<file path="config.mk">
export PLATFORM = sky130hd
export DESIGN_NAME = acsv_sqrt
export DESIGN_NICKNAME = d
export VERILOG_FILES = /design/src/assert_macros.svh /design/src/acsv_pkg.sv /design/src/acsv_sqrt.sv
export SDC_FILE = /design/constraint.sdc
export NUM_CORES = 1
export LEC_CHECK = 0
export CORE_MARGIN = 5
export CORE_UTILIZATION = 60
export CTS_BUF_LIST = sky130_fd_sc_hd__clkbuf_2 sky130_fd_sc_hd__clkbuf_4 sky130_fd_sc_hd__clkbuf_8
export CTS_CLUSTER_DIAMETER = 60
export DETAILED_ROUTE_END_ITERATION = 16
export DONT_BUFFER_PORTS = 1
export PLACE_DENSITY = 0.76
export RECOVER_POWER = 100
export SLEW_MARGIN = 30
export SYNTH_ARGS = -nofsm -noshare
export SYNTH_HDL_FRONTEND = slang
export SYNTH_SLANG_ARGS = --single-unit
</file>
<file path="constraint.sdc">
create_clock -name i_clk -period 4.15 [get_ports i_clk]
set_input_delay 0.83 -clock i_clk [delete_from_list [all_inputs] [get_ports i_clk]]
set_output_delay 0.83 -clock i_clk [all_outputs]
set_load 0.01 [all_outputs]
</file>
<file path="src/assert_macros.svh">
// assertion macros shared by the accelerometer calibration rtl
// expects i_clk and i_rst_n in the scope of each use
`ifndef ASSERT_MACROS_SVH
`define ASSERT_MACROS_SVH

// property must hold at every clock edge out of reset
`define ACSV_ASSERT(lbl, prop, msg) \
    lbl: assert property (@(posedge i_clk) disable iff (!i_rst_n) prop) else $error(msg);

// condition must never be seen at a clock edge out of reset
`define ACSV_NEVER(lbl, cond, msg) \
    lbl: assert property (@(posedge i_clk) disable iff (!i_rst_n) !(cond)) else $error(msg);

`endif

</file>
<file path="src/acsv_pkg.sv">
// shared types, constants and register codes of the accelerometer calibration block
// no dependencies
package acsv_pkg;

    localparam int ACSV_OUT_WIDTH = 24;

    localparam int RAW_W     = 16;
    localparam int DIFF_W    = 17;
    localparam int CNT_W     = 32;
    localparam int CFG_W     = 48;
    localparam int CFG_IDX_W = 4;

    // serial multiplier sizes
    localparam int MUL_AW = 72;
    localparam int MUL_BW = 40;
    localparam int MUL_NW = 6;

    // serial root sizes
    localparam int SQ_NW = 64;
    localparam int SQ_RW = 32;
    localparam int SQ_CW = 6;
    localparam int SQ_REM_W = SQ_RW + 4;

    // intermediate widths
    localparam int C_W  = 36;
    localparam int F_W  = 34;
    localparam int RG_W = 25;
    localparam int A_W  = 34;
    localparam int R_W  = 40;
    localparam int CMP_W = 33;
    localparam int LIM_W = 24;

    // register indexes
    localparam logic [CFG_IDX_W-1:0] REG_OFFSETS = 4'd0;
    localparam logic [CFG_IDX_W-1:0] REG_SCALES  = 4'd1;
    localparam logic [CFG_IDX_W-1:0] REG_CROSS   = 4'd2;
    localparam logic [CFG_IDX_W-1:0] REG_RANGE   = 4'd3;
    localparam logic [CFG_IDX_W-1:0] REG_TEMP    = 4'd4;
    localparam logic [CFG_IDX_W-1:0] REG_TCOEFF  = 4'd5;
    localparam logic [CFG_IDX_W-1:0] REG_TOL     = 4'd6;
    localparam logic [CFG_IDX_W-1:0] REG_LIMITS  = 4'd7;

    // register reset values
    localparam logic [47:0] RST_SCALES = 48'h400040004000;
    localparam logic [4:0]  RST_RANGE  = 5'd16;
    localparam logic [15:0] RST_TEMP   = 16'd5120;
    localparam logic [15:0] RST_TOL    = 16'd1024;
    localparam logic [47:0] RST_LIMITS = 48'h028000FD8000;

    // physical constants
    localparam logic [19:0]        G_Q16     = 20'd642689;
    localparam logic [CMP_W-1:0]   G_OUT     = 33'd10042;
    localparam logic [CMP_W-1:0]   MAG_FLOOR = 33'd1024;
    localparam logic signed [16:0] REF_TEMP  = 17'sd5120;
    localparam logic signed [F_W-1:0] F_ONE  = 34'sd16777216;
    localparam logic signed [MUL_AW-1:0] ROUND_HALF = 72'sd2147483648;

    // serial step counts for each product
    localparam logic [MUL_NW-1:0] NB_TEMP  = 6'd17;
    localparam logic [MUL_NW-1:0] NB_RANGE = 6'd6;
    localparam logic [MUL_NW-1:0] NB_SCALE = 6'd17;
    localparam logic [MUL_NW-1:0] NB_CROSS = 6'd17;
    localparam logic [MUL_NW-1:0] NB_RG    = 6'd26;
    localparam logic [MUL_NW-1:0] NB_F     = 6'd34;

    localparam logic [1:0] AXIS_X    = 2'd0;
    localparam logic [1:0] AXIS_Y    = 2'd1;
    localparam logic [1:0] AXIS_LAST = 2'd2;

    typedef enum logic [3:0] {
        ST_IDLE,
        ST_TEMP,
        ST_RNG,
        ST_PROD0,
        ST_PROD1,
        ST_PROD2,
        ST_SCL,
        ST_RND,
        ST_SQR,
        ST_ROOT,
        ST_DONE
    } t_state;

    typedef struct packed {
        logic              start;
        logic [MUL_NW-1:0] nbits;
    } t_mul_ctl;

    typedef struct packed {
        logic busy;
        logic done;
    } t_unit_stat;

endpackage

</file>
<file path="src/acsv_sqrt.sv">
// digit-by-digit integer square root, two radicand bits per cycle
// depends on acsv_pkg
module acsv_sqrt import acsv_pkg::*; (
    input  logic             i_clk,
    input  logic             i_rst_n,
    input  logic             i_start,
    input  logic [SQ_NW-1:0] i_n,
    output t_unit_stat       o_stat,
    output logic [SQ_RW-1:0] o_root
);
    logic [SQ_NW-1:0]    r_n;
    logic [SQ_REM_W-1:0] r_rem;
    logic [SQ_RW-1:0]    r_root;
    logic [SQ_CW-1:0]    r_i;
    logic                r_busy;
    logic                r_done;
    logic [SQ_REM_W-1:0] w_rem_sh;
    logic [SQ_REM_W-1:0] w_trial;
    logic                w_ge;

    // trial subtract of 4*root+1
    assign w_rem_sh = {r_rem[SQ_REM_W-3:0], r_n[SQ_NW-1:SQ_NW-2]};
    assign w_trial  = {2'b00, r_root, 2'b01};
    assign w_ge     = (w_rem_sh >= w_trial);

    // control
    always_ff @(posedge i_clk) begin
        if (!i_rst_n) begin
            r_busy <= 1'b0;
            r_done <= 1'b0;
            r_i    <= '0;
        end else begin
            r_done <= 1'b0;
            if (i_start) begin
                r_busy <= 1'b1;
                r_i    <= SQ_CW'(SQ_RW);
            end else if (r_busy) begin
                r_i <= r_i - SQ_CW'(1);
                if (r_i == SQ_CW'(1)) begin
                    r_busy <= 1'b0;
                    r_done <= 1'b1;
                end
            end
        end
    end

    // radicand, remainder and root
    always_ff @(posedge i_clk) begin
        if (i_start) begin
            r_n    <= i_n;
            r_rem  <= '0;
            r_root <= '0;
        end else if (r_busy) begin
            r_n    <= r_n << 2;
            r_rem  <= w_ge ? w_rem_sh - w_trial : w_rem_sh;
            r_root <= {r_root[SQ_RW-2:0], w_ge};
        end
    end

    assign o_stat.busy = r_busy;
    assign o_stat.done = r_done;
    assign o_root      = r_root;
endmodule

</file>
---- Word-level counts from Yosys, hierarchy flattened ----
Cells that the tools add are included.
storage, ports and cells
  word-level logic and storage cells ...... 25
  bits in latches ......................... 0
  bits in writable memories ............... 0
  flip-flop bits (word level) ............. 138
  memory bits (read-only) ................. 0
  output and inout bits ................... 34
  memories ................................ 0
  input port bits ......................... 67
cells by class
  shifts and indexed selects .............. 0
  bitwise logic cells ..................... 2
  $lt $le $gt $ge ......................... 1
  divide/modulo/power cells ............... 0
  multiply operators ...................... 0
  equal/unequal tests ..................... 1
  add/sub/neg operators ................... 2
  mux-type cells .......................... 9
  reductions and logical operators ........ 3
operator list
  cell                                                                   count
  64-bit two-way mux                                                     2
  36-bit by 34-bit greater-or-equal comparator with 1-bit output         1
  34-bit two-way mux                                                     1
  34-bit subtractor                                                      1
  6-bit two-way mux                                                      2
  6-bit by 1-bit equality test with 1-bit output, second input constant  1
  6-bit by 1-bit subtractor with 6-bit output, second input constant     1
  1-bit two-way mux                                                      4
  3-bit OR reduction                                                     1
  1-bit inverter                                                         2
  2-bit nonzero test                                                     1
  2-bit OR reduction                                                     1

---- Longest topological paths before layout ----
Gate-level depths: netlist of the first run.
  word-level depth ........................ 4
  gate-level depth with buffers ........... 13
  mapped depth without buffers ............ 10

---- Worst setup path after synthesis of the first run ----
OpenSTA, ideal clock, no wires.
  path kind ............................... input-to-reg
  from .................................... input i_start
  to ...................................... register r_n[0], enable pin
  path buffers ............................ 2
  data arrival time ....................... 2.770 ns
  library setup time ...................... 0.418 ns
  stages .................................. 4
  slack ................................... 0.962 ns
  required time ........................... 3.732 ns
  path through ............................ clkbuf_1 > clkbuf_1 > nor2_1 > inv_1
between the ends
  cells in the longest elaborated chain, start to end .. 1
RTL lines
  element                       RTL line         source
  start, declared               acsv_sqrt.sv:6   input logic i_start,
  2-bit nonzero test (no line)  -
  end signal, assigned          acsv_sqrt.sv:50  r_n <= i_n;
  end signal, assigned          acsv_sqrt.sv:54  r_n <= r_n << 2;
  end, declared                 acsv_sqrt.sv:11  logic [SQ_NW-1:0] r_n;
Every way passes these cells.
A chain may end at the register's enable or synchronous reset.

---- Worst setup path in the final report of the first run ----
  from .................................... register r_busy
  to ...................................... register r_n[19], enable pin
between the ends
  cells in the longest elaborated chain, start to end .. 1
RTL lines
  element                       RTL line         source
  start, declared               acsv_sqrt.sv:15  logic r_busy;
  start signal, assigned        acsv_sqrt.sv:29  r_busy <= 1'b0;
  start signal, assigned        acsv_sqrt.sv:35  r_busy <= 1'b1;
  start signal, assigned        acsv_sqrt.sv:40  r_busy <= 1'b0;
  2-bit nonzero test (no line)  -
Every way passes these cells.

==> impl_results.md, run 1 <==
* Core area at 12700 um^2
* R2r startpoint: r_busy
* Initial antenna violation count at 0
* Iteration-0 DRC count of the detailed router at 347
* DR WL/cell at 17.8 um
* CTS Buffer Depth at 2
* Area delta synth->final at 5.26%
* Largest net degree at the start of global routing at ~140
* Main synth FF type: dfxtp_1
* Critical path required time at roughly 4.3 ns
* Register Area at 3400 um^2
* Clk_skew at between 0.01 and 0.015 ns
* Crit-path max FO at 45
* Endpoint class of the critical path: flip-flop
* Grt total ovfl at 0
* Pre-Repair DR Iteration Count at 5
* Synth Warn # at 0
* Hold depth at 1
* Total GRT Usage at 0.220
* Vias in the first global route at about 5800
* Top cells by area, synth: edfxtp_1, dfxtp_1, mux2_2
* RSZ-0062 raised after global routing: false
* Final design instance area without fill at between 8000 and 9000 um^2
* Inserted Clock Buffers at 17
* Top-count cell post-synth: nor2_1
* Worst Reg-to-Reg Cells at 3
* Final Core Density at 0.650
* Row cnt at 41
* Hold_buf cts at 0
* Number of enable flip-flop cells after synthesis at 64
* Worst EP arrival at around 3.6 ns
* Worst vdd ir at slightly above 0.6 mV
* Clock transition at path regs at around 0.08 ns
* Die width at roughly 120 um
* Overall die height at 124 um
* Net Count, Synth at approximately 890
* FMAX at between 200 and 300 MHz
* Syn_area_per_cell at 10.0 um^2
* FILL cells at 1056
* Total wire length at 17000 um
* Seq cells post-synth at approximately 140
* Multi-input combinational cell area at approximately 4000 um^2
* Setup bufs post-CTS at 0
* Worst Hold Endpoint: r_rem[27]
* Distinct cells, synth at 67
* # port buffers at 0
* Antenna Nets Post-Route at 0
* Rel. slew slack at -0.166
* Layout cell share with drive strength beyond 1 at 0.154
* Post-route DRC at 0
* Crit path largest cell delay at around 1.5 ns
* Maxcap violations at 1
* Hold crit path type: input port to flip-flop
* Fin crit share at 0.843
* Synth Instances at slightly below 800
* Pins Over Slew Limit at 42
* Worst hold start: i_start
* Synth area leader: edfxtp_1
* P per Cell Area at about 710 nW/um^2
* Sequential area share after synthesis at 0.433
* FF-to-FF setup slack at 0.65 ns
* Ant diodes at 0
* H-tree levels at 4
* Final Hold Viols at 0
* Top-area cell type share of the netlist area at 0.245
* Tot Pwr at 5.89 mW
* Post-CTS Resized at 0
* Clock Root Buffer: clkbuf_8
* Routability congestion estimate at ~1
* Min Clock Period, post-route at about 3.5 ns
* Clock sink total at around 140
* Initial Utilization at 0.617
* Status: complete, but fails checks
* CP Class: flip-flop to flip-flop
* Final HPWL from detailed placement at about 12000 um
* Worst Tran Pin Value at 1.75 ns
* Synth Cell Area at 7850 um^2
* Worst reg2reg endpoint: r_n[19]
* Via-to-Cell Ratio at ~6
* Setup_tns at 0 ns
* Worst Setup SP: r_busy
* Vias at 5726
* CTS tree: done
* Post-synth ARST share at 0
* Crit path launch type: flip-flop
* Placed Area at 7910 um^2
* First-pass GRT wire length at approximately 28000 um
* Failing checks: capacitance limit, slew limit
* I/O pin total at ~100
* Crit path cell chain: nor2_1, inv_2, clkbuf_1
* LEAKAGE at between 3 and 4 nW
* Commonest cells post-synth: nor2_1, nand2_1, dfxtp_1
* Die area at 15500 um^2
* Nets at a little under 900
* Final setup fails at 0
* Worst skew pair latency at about 0.45 ns
* CP max-delay cell: dfxtp_1
cells by family (layout without fill, tap and decap cells):
family,after synthesis,after routing,synth area share
compound gates,176,176,0.171
xor+xnor,27,27,0.0301
fa+ha+maj,36,36,0.0574
buf+inv,86,81,0.0462
flops,138,138,0.433
mux,94,94,0.130
simple gates,228,228,0.132
cells in the final DEF (no fill, tap or decap), types with 6 or more instances in the layout:
| cell | netlist | layout |
|---|---|---|
| o211ai_1 | 13 | 13 |
| or3_1 | 7 | 8 |
| o21bai_1 | 8 | 8 |
| a211oi_1 | 6 | 6 |
| nand3_1 | 11 | 11 |
| ha_1 | 36 | 36 |
| a31oi_1 | 8 | 8 |
| o21a_1 | 8 | 8 |
| nor2_1 | 80 | 80 |
| a21oi_1 | 48 | 48 |
| nand4_1 | 10 | 10 |
| a21o_1 | 7 | 7 |
| edfxtp_1 | 64 | 64 |
| inv_1 | 44 | 43 |
| o21ai_0 | 26 | 26 |
| xnor2_1 | 14 | 14 |
| dfxtp_1 | 74 | 74 |
| a311oi_2 | 16 | 7 |
| xor2_1 | 13 | 13 |
| nor3_1 | 13 | 13 |
| a311oi_1 | 4 | 13 |
| nand2_1 | 76 | 76 |
| mux2_2 | 62 | 62 |
| mux2i_1 | 32 | 32 |
| clkbuf_8 | 0 | 18 |
state kept, by name, indices dropped and copies added, names as in the netlist:
signal  count
o_root     32
r_rem      34
r_i         6
r_done      1
r_n        64
r_busy      1
worst max-delay path: cells and delay by family (launching register included):
kind / cells / cell delay (ns)
flops: 1 / 1.50
buf+inv: 2 / 1.22
simple gates: 1 / 0.38
area by class of cell:
class / instances / area share
Multi-Input combinational cell: 561 / 0.486
Clock inverter: 12 / 0.0206
Timing Repair Buffer: 5 / 0.00379
Tap cell: 172 / 0.0260
Clock buffer: 20 / 0.0318
Sequential cell: 138 / 0.412
Inverter: 44 / 0.0200
report_power, final:
part	internal, mW	total, mW	leakage (nW)	switching (mW)
logic	1.13	2.94	1.60	1.81
registers	1.62	1.75	1.25	0.131
clock network	0.681	1.20	0.225	0.521
stage by stage:
step                      instances  worst slack, ns  hold WS, ns
after floorplan                 785            0.962        0.458
after global placement          920            0.943        0.471
after detailed placement        920            0.855        0.475
after CTS                       952            0.821        0.428
after global routing            952            0.372        0.429
final                           952            0.652        0.471
worst max-delay path by stage:
| stage | to | slack, ns |
|---|---|---|
| after detailed placement | r_rem[17] | 0.86 |
| after global routing | r_n[19] | 0.37 |
| after floorplan | r_n[0] | 0.96 |
| final | r_n[19] | 0.65 |
| after global placement | r_rem[14] | 0.94 |
| after CTS | r_rem[18] | 0.82 |
routing by layer:
| metal | track usage | routed length (um) | part of all wire | vias to the layer above |
|---|---|---|---|---|
| li1 | - | - | - | 2816 |
| met1 | 0.276 | 7460 | 0.44 | 2729 |
| met2 | 0.372 | 8270 | 0.49 | 160 |
| met3 | 0.0600 | 1040 | 0.061 | 21 |
| met4 | 0.0671 | 223 | 0.013 | 0 |
| met5 | 0 | 0 | 0 | - |
No activity file was read; power rests on OpenSTA's default activity.
==> run 2, diff against run 1 <==
Clock period 4.15 ns to 3.5 ns, I/O delays scaled along.
==> run 2 against run 1 <==
Against the previous run: the flow now finishes without violations; count of clock-buffer cells in the layout stayed put; utilization is 0.56 points higher; sequential cell count stayed put; via count is 2.9% higher; hold slack worse by 0.093 ns; sequential power is 18% higher; cell count is 0.84% higher; sequential share of layout area is 0.31 points lower; register-to-register slack worse by 0.36 ns; largest cell class unchanged.
==> impl_results.md, run 2 (synthesis gave the netlist of run 1 again) <==
* Final HPWL from detailed placement at 12000 um (was 11800 um)
* Worst Tran Pin Value at 1.44 ns (was 1.75 ns)
* Pins Over Slew Limit at 0 (was 42)
* CTS tree: done (unchanged)
* Commonest non-fill, non-tap cell in the layout: nor2_1 (unchanged)
* Crit path launch type: flip-flop (unchanged)
* # port buffers at 0 (unchanged)
* Largest net degree at the start of global routing at 137 (unchanged)
* Final setup fails at 0 (unchanged)
* Clock Root Buffer: clkbuf_8 (unchanged)
* H-tree levels at 4 (unchanged)
* Via-to-Cell Ratio at 6.14 (was 6.01)
* Clk_skew at 0.0101 ns (was 0.0146 ns)
* Max reg flops at 64 (unchanged)
* LEAKAGE at 3.09 nW (was 3.07 nW)
* Crit path cell chain: inv_1, ha_1, a21oi_1, o21ai_0, o32ai_2, a22oi_4, a31o_4, nor2_1, buf_4, or3_4, o311ai_2 (was nor2_1, inv_2, clkbuf_1)
* FF-to-FF setup slack at 0.29 ns (was 0.65 ns)
* Total GRT Usage at 0.221 (was 0.220)
* Min Clock Period, post-route at 3.21 ns (was 3.50 ns)
* Fin crit share at 0.917 (was 0.843)
* Multi-input combinational cell area at 4040 um^2 (was 4020 um^2)
* Total wire length at 17100 um (was 17000 um)
* Worst vdd ir at 0.545 mV (was 0.619 mV)
* Worst Reg-to-Reg Cells at 11 (was 3)
* Area delta synth->final at 6.17% (was 5.26%)
* Inserted Clock Buffers at 17 (unchanged)
* Clock sink total at 138 (unchanged)
* DR WL/cell at 17.8 um (about the same)
* Vias in the first global route at 5731 (was 5782)
* Row cnt at 41 (unchanged)
* Maxcap violations at 0 (was 1)
* Worst hold start: i_rst_n (was i_start)
* Top reg by flops: r_n (unchanged)
* Nets at 878 (was 870)
* Die area at 15500 um^2 (unchanged)
* Hold crit path type: input port to flip-flop (unchanged)
* P per Cell Area at 845 nW/um^2 (was 713 nW/um^2)
* Final Hold Viols at 0 (unchanged)
* Critical path required time at 3.85 ns (was 4.25 ns)
* Post-CTS Resized at 0 (unchanged)
* Die width at 124 um (unchanged)
* Post-route DRC at 0 (unchanged)
* CTS Buffer Depth at 2 (unchanged)
* Vias at 5894 (was 5726)
* Overall die height at 124 um (unchanged)
* Worst EP arrival at 3.56 ns (was 3.60 ns)
* FMAX at 312 MHz (was 286 MHz)
* Setup_tns at 0 ns (unchanged)
* CP max-delay cell: dfxtp_1 (unchanged)
* Status: complete, no violations (was complete, but fails checks)
* RSZ-0062 raised after global routing: false (unchanged)
* Register Area at 3410 um^2 (was 3400 um^2)
* Antenna Nets Post-Route at 0 (unchanged)
* R2r startpoint: o_root[3] (was r_busy)
* First-pass GRT wire length at 28500 um (about the same)
* Worst reg2reg endpoint: r_rem[33] (was r_n[19])
* Initial Utilization at 0.617 (unchanged)
* Clock transition at path regs at 0.08 ns (about the same)
* I/O pin total at 101 (unchanged)
* Endpoint class of the critical path: flip-flop (unchanged)
* Final Core Density at 0.655 (was 0.650)
* Grt total ovfl at 0 (unchanged)
* Crit path largest cell delay at 0.44 ns (was 1.50 ns)
* Pre-Repair DR Iteration Count at 7 (was 5)
* Layout cell share with drive strength beyond 1 at 0.162 (was 0.154)
* FILL cells at 1084 (was 1056)
* Routability congestion estimate at 0.981 (was 1.00)
* Crit-path max FO at 22 (was 45)
* Most frequent cells in the layout: nor2_1, nand2_1, dfxtp_1, edfxtp_1, mux2_2 (unchanged)
* Hold_buf cts at 0 (unchanged)
* Worst skew pair latency at 0.44 ns (was 0.45 ns)
* Hold depth at 1 (unchanged)
* CP Class: flip-flop to flip-flop (unchanged)
* Iteration-0 DRC count of the detailed router at 502 (was 347)
* Core area at 12700 um^2 (unchanged)
* Rel. slew slack at 0.0415 (was -0.166)
* Worst Hold Endpoint: r_i[5] (was r_rem[27])
* Setup bufs post-CTS at 0 (unchanged)
* Ant diodes at 0 (unchanged)
* Initial antenna violation count at 0 (unchanged)
-- run 2: changes by cell type in the layout (fill, tap and decap cells not counted), sizes merged --
cell | before | now
clkbuf | 22 | 28
clkinv | 7 | 2
clkinvlp | 0 | 4
buf | 3 | 5
inv | 45 | 47
bufinv | 4 | 3
-- run 2: worst max path at each step --
stage                     startpoint  slack, ns  depth (start not counted)         to
after CTS                  o_root[3]       0.34                         11  r_rem[25]
after global placement     o_root[3]       0.50                         11  r_rem[33]
after global routing       o_root[3]       0.07                         11  r_rem[33]
after floorplan              i_start       0.44                          4     r_n[0]
after detailed placement   o_root[3]       0.39                         11  r_rem[33]
final                      o_root[3]       0.29                         11  r_rem[33]
-- run 2: where the power goes --
group / leakage (nW) / internal (mW) / switching, mW / total, mW
Combinational: 1.63 / 1.39 / 2.17 / 3.55
Clock: 0.210 / 0.771 / 0.647 / 1.42
Sequential: 1.25 / 1.92 / 0.157 / 2.07
-- run 2: cell type report --
| class | count | share of cell area |
|---|---|---|
| clock buffer | 20 | 0.0330 |
| clock inverter | 12 | 0.0195 |
| timing repair buffer | 13 | 0.00856 |
| sequential | 138 | 0.409 |
| multi-input combinational | 561 | 0.485 |
| tap | 172 | 0.0258 |
| inverter | 44 | 0.0198 |
-- run 2: worst max-delay path: cells and delay by family (launching register included) --
kind | cells | cell delay, ns
compound gates | 6 | 1.53
flops | 1 | 0.44
simple gates | 2 | 0.44
fa+ha+maj | 1 | 0.40
buf+inv | 2 | 0.31
-- run 2: routing by layer --
metal / vias to the layer above / global-route usage / part of all wire
li1: 2837 / - / -
met1: 2813 / 0.290 / 0.44
met2: 220 / 0.361 / 0.48
met3: 24 / 0.0566 / 0.063
met4: 0 / 0.0619 / 0.012
met5: - / 0 / 0
-- run 2: stage by stage --
step | worst slack [ns] | cells | hold WS, ns | area (um^2) | power [mW]
floorplan | 0.442 | 785 | 0.458 | 7850 | 4.95
global route | 0.0668 | 960 | 0.313 | 8340 | 7.53
detailed placement | 0.395 | 928 | 0.476 | 7970 | 5.63
global placement | 0.498 | 928 | 0.471 | 7970 | 5.55
CTS | 0.336 | 960 | 0.295 | 8410 | 7.08
finish | 0.291 | 960 | 0.378 | 8340 | 7.04
==> run 3, diff against run 2 <==
--- a/config.mk
+++ b/config.mk
@@ -13,3 +13,3 @@
 export DONT_BUFFER_PORTS = 1
-export PLACE_DENSITY = 0.76
+export PLACE_DENSITY = 0.86
 export RECOVER_POWER = 100
==> constraint.sdc (replaced) <==
create_clock -name i_clk -period 3.5 [get_ports i_clk]
set_input_delay 0.525 -clock i_clk [delete_from_list [all_inputs] [get_ports i_clk]]
set_output_delay 0.525 -clock i_clk [all_outputs]
set_load 0.01 [all_outputs]
==> run 3 against run 2 <==
Against the previous run: the run now ends with capacitance limit, slew limit left; first-iteration DRC count rose by 9.4%; cell count increased by 0.10%; cell area fell by 0.27%; die area unchanged; combinational power rose by 2%; register-to-register slack got worse by 0.08 ns; clock power fell by 4%; maximum frequency shrank 2.6%; critical path depth unchanged; global-route usage is 0.72 points higher; sequential power about the same; hold slack worse by 0.20 ns; highest routed layer unchanged.
==> impl_results.md, run 3 (synthesis gave the netlist of run 1 again) <==
* Pre-CTS worst setup slack at 0.376 ns (was 0.395 ns)
* Placed Area at 7990 um^2 (was 7970 um^2)
* Worst vdd ir at 0.494 mV (was 0.545 mV)
* Hold crit path type: input port to flip-flop (unchanged)
* Nets at 879 (was 878)
* Max reg flops at 64 (unchanged)
* Iteration-0 DRC count of the detailed router at 549 (was 502)
* Fin crit share at 0.941 (was 0.917)
* Pins Over Slew Limit at 45 (was 0)
* Die width at 124 um (unchanged)
* Vias at 5875 (was 5894)
* FMAX at 304 MHz (was 312 MHz)
* Largest net degree at the start of global routing at 137 (unchanged)
* Post-CTS Resized at 0 (unchanged)
* FF-to-FF setup slack at 0.21 ns (was 0.29 ns)
* Status: complete, but fails checks (was complete, no violations)
* Initial Utilization at 0.617 (unchanged)
* First-pass GRT wire length at 29100 um (was 28500 um)
* I/O pin total at 101 (unchanged)
* R2r startpoint: o_root[3] (unchanged)
* Ant diodes at 0 (unchanged)
* Min Clock Period, post-route at 3.29 ns (was 3.21 ns)
* Maxcap violations at 1 (was 0)
* Crit-path max FO at 24 (was 22)
* Grt total ovfl at 0 (unchanged)
* Core area at 12700 um^2 (unchanged)
* Worst skew pair latency at 0.46 ns (was 0.44 ns)
* P per Cell Area at 847 nW/um^2 (was 845 nW/um^2)
* Worst Setup SP: o_root[3] (unchanged)
* CP endpoint: r_rem[25] (was r_rem[33])
* Final design instance area without fill at 8310 um^2 (was 8340 um^2)
* Failing checks: capacitance limit, slew limit
* Clock Root Buffer: clkbuf_8 (unchanged)
* Setup_tns at 0 ns (unchanged)
* Critical path required time at 3.87 ns (was 3.85 ns)
* Worst Reg-to-Reg Cells at 11 (unchanged)
* Post-route DRC at 0 (unchanged)
* Top reg by flops: r_n (unchanged)
* Worst Tran Pin Value at 2.37 ns (was 1.44 ns)
* Routability congestion estimate at 0.916 (was 0.981)
* Die area at 15500 um^2 (unchanged)
* Vias in the first global route at 5806 (was 5731)
* Final setup fails at 0 (unchanged)
* CP Class: flip-flop to flip-flop (unchanged)
* Inserted Clock Buffers at 17 (unchanged)
* Clock transition at path regs at 0.08 ns (about the same)
* Worst EP arrival at 3.66 ns (was 3.56 ns)
* Worst reg2reg endpoint: r_rem[25] (was r_rem[33])
* Overall die height at 124 um (unchanged)
* LEAKAGE at 3.08 nW (was 3.09 nW)
* Crit path launch type: flip-flop (unchanged)
* Most frequent cells in the layout: nor2_1, nand2_1, dfxtp_1, edfxtp_1, mux2_2 (unchanged)
* Via-to-Cell Ratio at 6.11 (was 6.14)
* Endpoint class of the critical path: flip-flop (unchanged)
* CTS tree: done (unchanged)
* CTS Buffer Depth at 2 (unchanged)
* Clock sink total at 138 (unchanged)
* Clk_skew at 0.00936 ns (was 0.0101 ns)
* Antenna Nets Post-Route at 0 (unchanged)
* Final WS setup at 0.206 ns (was 0.291 ns)
* Hold_buf cts at 0 (unchanged)
* Area delta synth->final at 5.88% (was 6.17%)
* Total GRT Usage at 0.228 (was 0.221)
* RSZ-0062 raised after global routing: false (unchanged)
* Initial antenna violation count at 0 (unchanged)
* Commonest non-fill, non-tap cell in the layout: nor2_1 (unchanged)
* Rel. slew slack at -0.577 (was 0.0415)
* Layout cell share with drive strength beyond 1 at 0.160 (was 0.162)
* Pre-Repair DR Iteration Count at 5 (was 7)
* Final HPWL from detailed placement at 12600 um (was 12000 um)
* Final Hold Viols at 0 (unchanged)
* Hold_ws at 0.183 ns (was 0.378 ns)
* Row cnt at 41 (unchanged)
* DR WL/cell at 18.4 um (was 17.8 um)
* # port buffers at 0 (unchanged)
* Setup bufs post-CTS at 0 (unchanged)
* H-tree levels at 4 (unchanged)
* Total wire length at 17700 um (was 17100 um)
## run 3: changes by cell type in the layout (fill, tap and decap cells not counted), sizes merged
cell / change
clkbuf: -3
buf: +2
inv: -1
clkinv: +3
## run 3: layer usage
layer | routed length (um) | share of wire | track usage
met1 | 7640 | 0.43 | 0.290
met5 | 0 | 0 | 0
met3 | 1050 | 0.059 | 0.0613
met2 | 8750 | 0.49 | 0.377
met4 | 295 | 0.017 | 0.0729
## run 3: power breakdown
group	total [mW]	internal (mW)	switching, mW
logic	3.61	1.41	2.20
registers	2.07	1.92	0.156
clock network	1.36	0.713	0.644
## run 3: area by class of cell
cell class,instances,area [um^2]
fill,1066,4410
clock inverter,14,170
multi-input combinational,561,4030
clock buffer,18,241
sequential,138,3400
inverter,44,165
tap,172,215
timing repair buffer,14,92.6
## run 3: worst max-delay path, stage by stage (launching register included)
cell      delay, ns
dfxtp_1        0.43
inv_1          0.07
ha_1           0.40
a21oi_1        0.11
o21ai_0        0.35
o32ai_2        0.22
a22oi_4        0.32
a31o_1         0.34
nor2_4         0.12
buf_12         0.18
or3b_1         0.40
a311oi_2       0.24
## run 3: worst min-delay path by stage
stage                            to  startpoint  cells past startpoint  slack [ns]
after CTS                 r_rem[13]     i_start                      1        0.12
after detailed placement  r_rem[32]   r_rem[32]                      2        0.48
after global placement     r_rem[0]    r_rem[0]                      2        0.47
final                      r_rem[4]     i_start                      1        0.18
after floorplan            r_rem[0]    r_rem[0]                      2        0.46
after global routing      r_rem[24]     i_start                      1        0.12
## run 3: per-stage QoR
stage | utilization | std cells | power (mW)
global placement | 0.628 | 929 | 5.62
finish | 0.653 | 961 | 7.04
CTS | 0.660 | 961 | 7.05
floorplan | - | 785 | 4.95
global route | 0.653 | 961 | 7.50
detailed placement | 0.628 | 929 | 5.69
